$ cat src/ptq_pkg.sv
// Package for the priority ticket queue: opcodes, status codes, states, entry type.
// No dependencies.
package ptq_pkg;

   typedef enum logic [1:0] {
      OP_REGISTER = 2'd0,
      OP_SET_PRIO = 2'd1,
      OP_SERVE    = 2'd2,
      OP_LOOKUP   = 2'd3
   } op_type;

   typedef enum logic [2:0] {
      ST_OK       = 3'd0,
      ST_DUP      = 3'd1,
      ST_NOTFOUND = 3'd2,
      ST_BADLEVEL = 3'd3,
      ST_EMPTY    = 3'd4,
      ST_FULL     = 3'd5
   } status_type;

   localparam logic [1:0] LEVEL_LOW     = 2'd0;
   localparam logic [1:0] LEVEL_INVALID = 2'd3;

   typedef struct packed {
      logic [31:0] id;
      logic [1:0]  level;
      logic [31:0] stamp;
   } entry_type;

   typedef enum logic [2:0] {
      S_IDLE,
      S_SEARCH,
      S_REMOVE,
      S_INSERT,
      S_RING,
      S_RESP
   } state_type;

   // controller to datapath
   typedef struct packed {
      logic load;     // capture request
      logic search;   // compare all cells, record hit
      logic remove;   // pull hit (or head) out, shift tail up
      logic insert;   // place entry in sorted slot
      logic ring;     // push served entry into ring / scan ring
      logic respond;  // present result
   } cmd_type;

   // datapath to controller
   typedef struct packed {
      logic       wait_hit;
      logic       wait_full;
      logic       wait_empty;
      logic       rsp_busy;
      op_type     op;
      logic [1:0] level;
   } stat_type;

endpackage

$ cat src/ptq_ctrl.sv
// Controller for the priority ticket queue: sequences search, remove, insert, ring steps.
// Depends on ptq_pkg.
module ptq_ctrl
   import ptq_pkg::*;
(
   input  logic     clock,
   input  logic     reset,
   input  logic     req_tvalid,
   output logic     req_tready,
   input  stat_type stat,
   output cmd_type  cmd
);

   state_type state_ff, state_in;

   // next state
   always_comb begin
      state_in = state_ff;
      unique case (state_ff)
         S_IDLE:   if (req_tvalid) state_in = S_SEARCH;
         S_SEARCH: begin
            unique case (stat.op)
               OP_REGISTER:
                  state_in = (stat.wait_hit || stat.wait_full) ? S_RESP : S_INSERT;
               OP_SET_PRIO:
                  state_in = (!stat.wait_hit || stat.level == LEVEL_INVALID) ? S_RESP
                                                                               : S_REMOVE;
               OP_SERVE:  state_in = stat.wait_empty ? S_RESP : S_REMOVE;
               OP_LOOKUP: state_in = stat.wait_hit ? S_RESP : S_RING;
               default:   state_in = S_RESP;
            endcase
         end
         S_REMOVE: state_in = (stat.op == OP_SERVE) ? S_RING : S_INSERT;
         S_INSERT: state_in = S_RESP;
         S_RING:   state_in = S_RESP;
         S_RESP:   if (!stat.rsp_busy) state_in = S_IDLE;
         default:  state_in = S_IDLE;
      endcase
   end

   // outputs
   always_comb begin
      cmd        = '0;
      req_tready = 1'b0;
      unique case (state_ff)
         S_IDLE: begin
            req_tready = 1'b1;
            cmd.load   = req_tvalid;
         end
         S_SEARCH: cmd.search  = 1'b1;
         S_REMOVE: cmd.remove  = 1'b1;
         S_INSERT: cmd.insert  = 1'b1;
         S_RING:   cmd.ring    = 1'b1;
         S_RESP:   cmd.respond = !stat.rsp_busy;
         default:  ;
      endcase
   end

   always_ff @(posedge clock) begin
      if (reset) state_ff <= S_IDLE;
      else       state_ff <= state_in;
   end

endmodule

$ cat config.mk
export PLATFORM = sky130hd
export DESIGN_NAME = ptq_ctrl
export DESIGN_NICKNAME = d
export VERILOG_FILES = /design/src/ptq_pkg.sv /design/src/ptq_ctrl.sv
export SDC_FILE = /design/constraint.sdc
export NUM_CORES = 1
export LEC_CHECK = 0
export BUFFER_PORTS_ARGS = -buffer_cell sky130_fd_sc_hd__buf_2
export CAP_MARGIN = 30
export CORE_AREA = 2 2 39 41
export CTS_BUF_LIST = sky130_fd_sc_hd__clkbuf_4
export DETAILED_ROUTE_END_ITERATION = 12
export DIE_AREA = 0 0 41 43
export HOLD_SLACK_MARGIN = 0.05
export PLACE_DENSITY = 0.55
export SYNTH_ARGS = -nofsm -noshare
export SYNTH_HDL_FRONTEND = slang
export SYNTH_SLANG_ARGS = --single-unit
$ cat constraint.sdc
create_clock -name clock -period 1.22 [get_ports clock]
set_input_delay 0.122 -clock clock [delete_from_list [all_inputs] [get_ports clock]]
set_output_delay 0.122 -clock clock [all_outputs]
set_load 0.02 [all_outputs]
==> results of run 1 <==
## routing by layer
metal	share of wire	track usage	wire length [um]	up-vias
met5	0	0	0	-
met4	0.021	0.100	18	0
met3	0.050	0.0314	42	2
met2	0.51	0.166	425	17
met1	0.42	0.135	353	170
li1	-	-	-	197
## cell usage after synthesis (all sizes together), types with 2 or more instances
| master | instances |
|---|---|
| nor2b | 4 |
| dfxtp | 3 |
| nand2 | 4 |
| nor3 | 2 |
| o21ai | 2 |
| nor2 | 4 |
| inv | 2 |
| and2 | 2 |
## worst max-delay path, cell delays in order, from the launching register on
cell     delay [ns]
dfxtp_2        0.33
or2_4          0.26
nor2_4         0.08
and2_4         0.14
buf_6          0.10
## placed cells by master, fill, tap and decap left out, types with 2 or more instances in the layout
cell type and n:
buf_2 11, o21ai_0 2, nor2b_1 3, dfxtp_4 2
nor2_4 2, clkbuf_4 4, buf_4 8, buf_6 5
and2_4 2, nand2_1 4
## kinds of logic (layout without fill, tap and decap cells)
logic type / after synthesis / count (layout) / share of synthesized area
buffers and inverters: 3 / 30 / 0.0669
and+or+nand+nor: 23 / 23 / 0.451
AOI/OAI and AO/OA: 10 / 10 / 0.268
DFF: 3 / 3 / 0.214
## worst paths after layout
kind	endpoint	cells past startpoint	slack (ns)
min	state_ff[1]$_SDFFE_PP0P_	3	0.18
max reg2reg	state_ff[2]$_SDFFE_PP0P_	4	0.02
max	cmd[5]	4	-0.06
min reg2reg	state_ff[0]$_SDFFE_PP0P_	3	0.59
## report_power, final
part	switching (mW)	internal, mW
Clock	0.0592	0.145
Sequential	0.0200	0.115
Combinational	0.162	0.183
Total	0.241	0.443
## repair_timing
| action | in CTS | in global routing |
|---|---|---|
| resized for setup | 16 | 8 |
| pin swaps | 2 | 0 |
| cloned | 0 | 0 |
| buffers inserted | 1 | 2 |
| endpoints found under the setup margin | 6 | 10 |
## area by class of cell
| cell class | count | area, um^2 |
|---|---|---|
| clock buffers | 4 | 30.0 |
| flip-flops and latches | 3 | 68.8 |
| fillers | 138 | 836 |
| multi-input cells | 33 | 250 |
| inverters | 2 | 7.51 |
| repair buffers | 24 | 171 |
| well taps | 16 | 20.0 |
## through the flow
stage          power (mW)   util  setup TNS, ns  hold slack (ns)  cells
6_report            0.684  0.396        -0.0624            0.184     82
5_1_grt             0.734  0.396         -0.269            0.190     82
4_1_cts             0.662  0.367        -0.0792            0.171     80
3_5_place_dp        0.402  0.307              0            0.425     75
3_3_place_gp        0.401  0.307              0            0.431     75
2_1_floorplan       0.319      -              0            0.287     39
==> impl_results.html, run 1 <==
<table>
<tr><th>Metric</th><th>Value</th></tr>
<tr><th colspan="2">Clocking</th></tr>
<tr><td>Clock Sink Count</td><td>3</td></tr>
<tr><td>Hold buffer count at cts</td><td>0</td></tr>
<tr><td>TritonCTS clock tree</td><td>yes</td></tr>
<tr><td>Number of buffers between clock root and the deepest sink</td><td>2</td></tr>
<tr><td>CTS Root Buffer Type</td><td>clkbuf_4</td></tr>
<tr><td>Worst-path clk slew</td><td>0.04 ns</td></tr>
<tr><td>H-tree level count</td><td>1</td></tr>
<tr><td>Worst-skew pair later-pin latency</td><td>0.24 ns</td></tr>
<tr><td>Clock buffers created by TritonCTS</td><td>3</td></tr>
<tr><th colspan="2">Critical path</th></tr>
<tr><td>Data required time of the critical path</td><td>1.10 ns</td></tr>
<tr><td>Highest net fanout along the worst path</td><td>4</td></tr>
<tr><td>Type of the worst setup path</td><td>reg2out</td></tr>
<tr><td>Launching instance or port of the critical path</td><td>state_ff[0]$_SDFFE_PP0P_</td></tr>
<tr><td>Worst Setup End Kind</td><td>primary output</td></tr>
<tr><td>Startpoint of the most critical register-to-register path</td><td>state_ff[0]$_SDFFE_PP0P_</td></tr>
<tr><td>Sort of element at the start of the critical path</td><td>flop</td></tr>
<tr><td>Critical path data arrival time</td><td>1.16 ns</td></tr>
<tr><th colspan="2">Cells and area</th></tr>
<tr><td>Flip-flop count of the largest register after layout</td><td>3</td></tr>
<tr><td>Ant diodes</td><td>0</td></tr>
<tr><td>Number of nets in the layout</td><td>78</td></tr>
<tr><td>Biggest register</td><td>state_ff</td></tr>
<tr><td>Final design area excluding fillers</td><td>548 um^2</td></tr>
<tr><td>Largest regs</td><td>state_ff x3</td></tr>
<tr><td>Area Overhead vs Synth</td><td>95.5%</td></tr>
<tr><td>Share of layout cells above drive strength 1</td><td>0.636</td></tr>
<tr><th colspan="2">Timing</th></tr>
<tr><td>Highest attainable clock frequency</td><td>780 MHz</td></tr>
<tr><td>Clock skew</td><td>0.00895 ns</td></tr>
<tr><td>Transition time at the pin with the least slew margin</td><td>0.311 ns</td></tr>
<tr><td>Worst relative slew slack</td><td>0.791</td></tr>
<tr><td>Min Tclk post-route</td><td>1.28 ns</td></tr>
<tr><td>Final setup vio count</td><td>1</td></tr>
<tr><td>Final worst slack</td><td>-0.0624 ns</td></tr>
<tr><td>Final count of pins violating max slew</td><td>0</td></tr>
<tr><td>Final Hold Vio Count</td><td>0</td></tr>
<tr><td>Setup repair after global routing missed its margin</td><td>true</td></tr>
<tr><td>Period utilisation layout</td><td>1.05</td></tr>
<tr><th colspan="2">Route</th></tr>
<tr><td>Routed WL</td><td>839 um</td></tr>
<tr><td>Routed wirelength normalized by instance count</td><td>10.2 um</td></tr>
<tr><td>Post-route DRC</td><td>0</td></tr>
<tr><td>Count of vias placed by the detailed router</td><td>386</td></tr>
<tr><td>First-pass detailed-route iteration total</td><td>4</td></tr>
<tr><td>Number of vias per cell</td><td>4.71</td></tr>
<tr><td>Remaining antenna violation count</td><td>0</td></tr>
<tr><td>Drt initial violations</td><td>6</td></tr>
<tr><th colspan="2">Global routing</th></tr>
<tr><td>Vias in the first global route</td><td>334</td></tr>
<tr><td>Maximum number of pins on one net before global-route repair</td><td>7</td></tr>
<tr><td>GRT Residual Overflow</td><td>0</td></tr>
<tr><td>Initial antenna violation count</td><td>0</td></tr>
<tr><td>First-pass GRT wire length</td><td>1320 um</td></tr>
<tr><td>Global router's overall resource usage</td><td>0.117</td></tr>
<tr><th colspan="2">Synthesis</th></tr>
<tr><td>Number of flip-flops and latches in the synthesized netlist</td><td>3</td></tr>
<tr><td>Seq/Total Area, Yosys</td><td>0.214</td></tr>
<tr><td>Summed instance area of the synthesized netlist</td><td>280 um^2</td></tr>
<tr><td>Total number of yosys warnings</td><td>0</td></tr>
<tr><td>Proportion of netlist area held by the largest area contributor</td><td>0.214</td></tr>
<tr><td>Ys flop type</td><td>dfxtp_1</td></tr>
<tr><td>Number of distinct library cells after synthesis</td><td>25</td></tr>
<tr><td>Number of flops mapped to enable cells by yosys</td><td>0</td></tr>
<tr><td>Synth area leader</td><td>dfxtp_1</td></tr>
<tr><td>Synth Instances</td><td>39</td></tr>
<tr><td>Post-Synthesis Net Count</td><td>50</td></tr>
<tr><td>Mean cell area of the mapped netlist</td><td>7.19 um^2</td></tr>
<tr><td>Leading cell types by total area after synthesis</td><td>dfxtp_1 (21%), nor2b_1 (8.9%), nand2_1 (5.4%)</td></tr>
<tr><td>Async SR Flop Fraction</td><td>0</td></tr>
<tr><th colspan="2">Power</th></tr>
<tr><td>Leakage dissipation</td><td>0.254 nW</td></tr>
<tr><td>Power density cells</td><td>1250 nW/um^2</td></tr>
<tr><td>Worst voltage drop across the vdd grid</td><td>408 uV</td></tr>
<tr><th colspan="2">Placed design</th></tr>
<tr><td>Post-placement setup slack</td><td>0.0327 ns</td></tr>
<tr><td>Standard cell area after detailed placement</td><td>425 um^2</td></tr>
<tr><td>Port bufs</td><td>17</td></tr>
<tr><td>Hpwl dp</td><td>633 um</td></tr>
<tr><td>Final GP Congestion</td><td>0.721</td></tr>
<tr><th colspan="2">Hold path</th></tr>
<tr><td>Hold_sp</td><td>reset</td></tr>
<tr><td>Hold Path Class</td><td>in2reg</td></tr>
<tr><th colspan="2">Floorplanning</th></tr>
<tr><td>Core Rows</td><td>14</td></tr>
<tr><td>Top-Level Pins</td><td>18</td></tr>
<tr><td>Chip height</td><td>43 um</td></tr>
<tr><td>Width of the die</td><td>41 um</td></tr>
<tr><td>Area of the core</td><td>1380 um^2</td></tr>
<tr><td>Initial standard-cell utilization of the core</td><td>0.203</td></tr>
<tr><td>Die area</td><td>1760 um^2</td></tr>
<tr><th colspan="2">Job</th></tr>
<tr><td>Maximum Capacitance Violations</td><td>0</td></tr>
<tr><th colspan="2">Run status</th></tr>
<tr><td>Violated checks</td><td>setup timing</td></tr>
<tr><td>Status</td><td>finished with violations</td></tr>
</table>
(Power assumes the default switching activity.)
==> inputs of run 2 (changes only) <==
--- a/config.mk
+++ b/config.mk
@@ -11,6 +11,7 @@
 export CTS_BUF_LIST = sky130_fd_sc_hd__clkbuf_4
 export DETAILED_ROUTE_END_ITERATION = 12
 export DIE_AREA = 0 0 41 43
+export GPL_ROUTABILITY_DRIVEN = 0
 export HOLD_SLACK_MARGIN = 0.05
 export PLACE_DENSITY = 0.55
 export SYNTH_ARGS = -nofsm -noshare
==> constraint.sdc (replaced) <==
create_clock -name clock -period 1.22 [get_ports clock]
set_input_delay 0.244 -clock clock [delete_from_list [all_inputs] [get_ports clock]]
set_output_delay 0.244 -clock clock [all_outputs]
set_load 0.02 [all_outputs]
==> run 2 against run 1 <==
The flow still finishes with violations (setup timing). Non-clock buffer count is 5 higher. Critical path type unchanged. Largest power group unchanged. Maximum frequency is 8.4% lower. Die area stayed put. Largest cell class unchanged. Critical path depth stayed put. Flip-flop and latch count stayed put. Sequential power is 4% lower. Register-to-register slack worse by 0.14 ns. Total power is 7.7% higher.
==> impl_results.html, run 2 (synthesis results as in run 1) <==
<table>
<tr><th>Metric</th><th>Value</th></tr>
<tr><th colspan="2">Route</th></tr>
<tr><td>Routed WL</td><td>928 um (+11%)</td></tr>
<tr><td>Count of vias placed by the detailed router</td><td>393 (+1.8%)</td></tr>
<tr><td>Remaining antenna violation count</td><td>0 (unchanged)</td></tr>
<tr><td>Number of vias per cell</td><td>4.52 (-4.0%)</td></tr>
<tr><td>Routed wirelength normalized by instance count</td><td>10.7 um (+4.3%)</td></tr>
<tr><td>Post-route DRC</td><td>0 (unchanged)</td></tr>
<tr><td>First-pass detailed-route iteration total</td><td>2 (-2)</td></tr>
<tr><td>Drt initial violations</td><td>3 (-3)</td></tr>
<tr><th colspan="2">Critical path</th></tr>
<tr><td>Reg-to-reg slack, setup</td><td>-0.12 ns (-0.14 ns)</td></tr>
<tr><td>Worst Setup End Kind</td><td>primary output</td></tr>
<tr><td>Worst Reg-to-Reg Cells</td><td>6 (+2)</td></tr>
<tr><td>Sort of element at the start of the critical path</td><td>flop</td></tr>
<tr><td>Type of the worst setup path</td><td>reg2out</td></tr>
<tr><td>Critical path data arrival time</td><td>1.16 ns (about the same)</td></tr>
<tr><td>Worst reg2reg endpoint</td><td>state_ff[2]$_SDFFE_PP0P_</td></tr>
<tr><td>Highest net fanout along the worst path</td><td>3 (-1)</td></tr>
<tr><td>Worst setup path endpoint</td><td>cmd[5]</td></tr>
<tr><td>Data required time of the critical path</td><td>0.98 ns (-0.12 ns)</td></tr>
<tr><td>Launching instance or port of the critical path</td><td>state_ff[1]$_SDFFE_PP0P_</td></tr>
<tr><td>Startpoint of the most critical register-to-register path</td><td>state_ff[1]$_SDFFE_PP0P_</td></tr>
<tr><th colspan="2">Power</th></tr>
<tr><td>Worst voltage drop across the vdd grid</td><td>376 uV (-7.9%)</td></tr>
<tr><td>Internal</td><td>0.473 mW (+6.7%)</td></tr>
<tr><td>Sequential group share of total power</td><td>0.176 (-0.021)</td></tr>
<tr><td>Clock group share of total power</td><td>0.275 (-0.024)</td></tr>
<tr><td>Comb power frac</td><td>0.549 (+0.045)</td></tr>
<tr><td>Net switching share of the total power</td><td>0.358 (+0.00597)</td></tr>
<tr><td>Leakage dissipation</td><td>0.283 nW (+11%)</td></tr>
<tr><td>Power density cells</td><td>1220 nW/um^2 (-2.1%)</td></tr>
<tr><td>Net switching power</td><td>0.264 mW (+9.5%)</td></tr>
<tr><th colspan="2">Cells and area</th></tr>
<tr><td>Fill count</td><td>154 (+12%)</td></tr>
<tr><td>Largest regs</td><td>state_ff x3</td></tr>
<tr><td>Flip-flop count of the largest register after layout</td><td>3 (unchanged)</td></tr>
<tr><td>Commonest non-fill, non-tap cells in the layout</td><td>buf_2 (12), buf_4 (10), buf_6 (7)</td></tr>
<tr><td>Area Overhead vs Synth</td><td>115%</td></tr>
<tr><td>Biggest register</td><td>state_ff</td></tr>
<tr><td>Leading cell type in the layout, fill and taps excluded</td><td>buf_2</td></tr>
<tr><td>Share of layout cells above drive strength 1</td><td>0.690 (+0.0538)</td></tr>
<tr><td>Ant diodes</td><td>0 (unchanged)</td></tr>
<tr><td>Number of nets in the layout</td><td>83 (+6.4%)</td></tr>
<tr><th colspan="2">Run status</th></tr>
<tr><td>Violated checks</td><td>setup timing</td></tr>
<tr><td>Status</td><td>finished with violations</td></tr>
<tr><th colspan="2">Clocking</th></tr>
<tr><td>Worst-path clk slew</td><td>0.03 ns (about the same)</td></tr>
<tr><td>CTS Root Buffer Type</td><td>clkbuf_4</td></tr>
<tr><td>Clock buffers created by TritonCTS</td><td>3 (unchanged)</td></tr>
<tr><td>Worst-skew pair later-pin latency</td><td>0.24 ns (about the same)</td></tr>
<tr><td>Number of buffers between clock root and the deepest sink</td><td>2 (unchanged)</td></tr>
<tr><td>Clock Sink Count</td><td>3 (unchanged)</td></tr>
<tr><td>TritonCTS clock tree</td><td>yes</td></tr>
<tr><td>H-tree level count</td><td>1 (unchanged)</td></tr>
<tr><th colspan="2">Timing</th></tr>
<tr><td>Setup repair after global routing missed its margin</td><td>true</td></tr>
<tr><td>Final count of pins violating max slew</td><td>0 (unchanged)</td></tr>
<tr><td>TNS Setup</td><td>-1.16 ns (-1.10 ns)</td></tr>
<tr><td>Transition time at the pin with the least slew margin</td><td>0.390 ns (+0.0795 ns)</td></tr>
<tr><td>Clock skew</td><td>0.0102 ns (+0.00129 ns)</td></tr>
<tr><td>Final Hold Vio Count</td><td>0 (unchanged)</td></tr>
<tr><td>Final worst slack</td><td>-0.180 ns (-0.117 ns)</td></tr>
<tr><td>Worst relative slew slack</td><td>0.738 (-0.0533)</td></tr>
<tr><td>Highest attainable clock frequency</td><td>714 MHz (-8.4%)</td></tr>
<tr><td>Min Tclk post-route</td><td>1.40 ns (+0.117 ns)</td></tr>
<tr><td>Period utilisation layout</td><td>1.15 (+0.0961)</td></tr>
<tr><td>Final setup vio count</td><td>10 (+9)</td></tr>
<tr><th colspan="2">Placed design</th></tr>
<tr><td>Post-placement setup slack</td><td>-0.00681 ns (-0.0395 ns)</td></tr>
<tr><td>Hpwl dp</td><td>645 um (+1.9%)</td></tr>
<tr><td>Port bufs</td><td>17 (unchanged)</td></tr>
<tr><th colspan="2">Floorplanning</th></tr>
<tr><td>Area of the core</td><td>1380 um^2 (unchanged)</td></tr>
<tr><td>Width of the die</td><td>41 um (unchanged)</td></tr>
<tr><td>Chip height</td><td>43 um (unchanged)</td></tr>
<tr><td>Top-Level Pins</td><td>18 (unchanged)</td></tr>
<tr><td>Initial standard-cell utilization of the core</td><td>0.203 (unchanged)</td></tr>
<tr><td>Die area</td><td>1760 um^2 (unchanged)</td></tr>
<tr><td>Core Rows</td><td>14 (unchanged)</td></tr>
<tr><th colspan="2">Global routing</th></tr>
<tr><td>GRT Residual Overflow</td><td>0 (unchanged)</td></tr>
<tr><td>Vias in the first global route</td><td>386 (+16%)</td></tr>
<tr><td>Maximum number of pins on one net before global-route repair</td><td>6 (-1)</td></tr>
<tr><td>Initial antenna violation count</td><td>0 (unchanged)</td></tr>
<tr><td>First-pass GRT wire length</td><td>1390 um (+4.7%)</td></tr>
<tr><td>Global router's overall resource usage</td><td>0.117 (+0.000769)</td></tr>
<tr><th colspan="2">Hold path</th></tr>
<tr><td>Hold Path Class</td><td>in2reg</td></tr>
<tr><th colspan="2">Job</th></tr>
<tr><td>Maximum Capacitance Violations</td><td>0 (unchanged)</td></tr>
</table>
## run 2: final cells by class
type,count,area [um^2],share of cell area
multi-input combinational,33,265,0.440
tap,16,20.0,0.0332
sequential,3,66.3,0.110
timing repair buffer,29,214,0.355
inverter,2,7.51,0.0124
clock buffer,4,30.0,0.0498
## run 2: metrics by stage
stage	hold slack [ns]	utilization	instances	power [mW]	area, um^2
2_1_floorplan	0.409	-	39	0.324	305
5_1_grt	0.304	0.436	87	0.785	603
3_3_place_gp	0.545	0.321	77	0.410	444
4_1_cts	0.289	0.402	85	0.709	557
3_5_place_dp	0.538	0.321	77	0.411	444
6_report	0.303	0.436	87	0.737	603
## run 2: worst min path at each step
stage / start / to / slack (ns) / cells after the start
6_report: reset / state_ff[1]$_SDFFE_PP0P_ / 0.30 / 3
5_1_grt: reset / state_ff[1]$_SDFFE_PP0P_ / 0.30 / 3
4_1_cts: reset / state_ff[1]$_SDFFE_PP0P_ / 0.29 / 3
3_5_place_dp: reset / state_ff[1]$_SDFFE_PP0P_ / 0.54 / 3
3_3_place_gp: reset / state_ff[1]$_SDFFE_PP0P_ / 0.55 / 3
2_1_floorplan: reset / state_ff[1]$_SDFFE_PP0P_ / 0.41 / 2
## run 2: timing repair
| item | CTS | global route |
|---|---|---|
| gates cloned | 0 | 0 |
| endpoints found under the setup margin | 7 | 10 |
| hold buffers | 0 | 0 |
| gates resized for setup | 17 | 8 |
| buffers inserted | 4 | 2 |
| pin swaps | 3 | 4 |
## run 2: power by group through the flow
| stage | Clock [mW] | Combinational, mW | Sequential, mW |
|---|---|---|---|
| after floorplan | 0 | 0.193 | 0.131 |
| after global placement | 0 | 0.284 | 0.125 |
| after detailed placement | 0 | 0.285 | 0.126 |
| after CTS | 0.208 | 0.372 | 0.129 |
| after global routing | 0.216 | 0.437 | 0.132 |
| final | 0.202 | 0.404 | 0.130 |
## run 2: worst max-delay path: stages, from the launching register on
cell and delay, ns:
dfxtp_4 0.34, or2_4 0.26, nor2_4 0.09, and2_4 0.14
buf_6 0.10
## run 2: routing by layer
metal	vias to the layer above	GRT usage	routed length (um)
li1	205	-	-
met1	175	0.119	370
met2	13	0.194	507
met3	0	0.0157	50
met4	0	0.100	0
met5	-	0	0
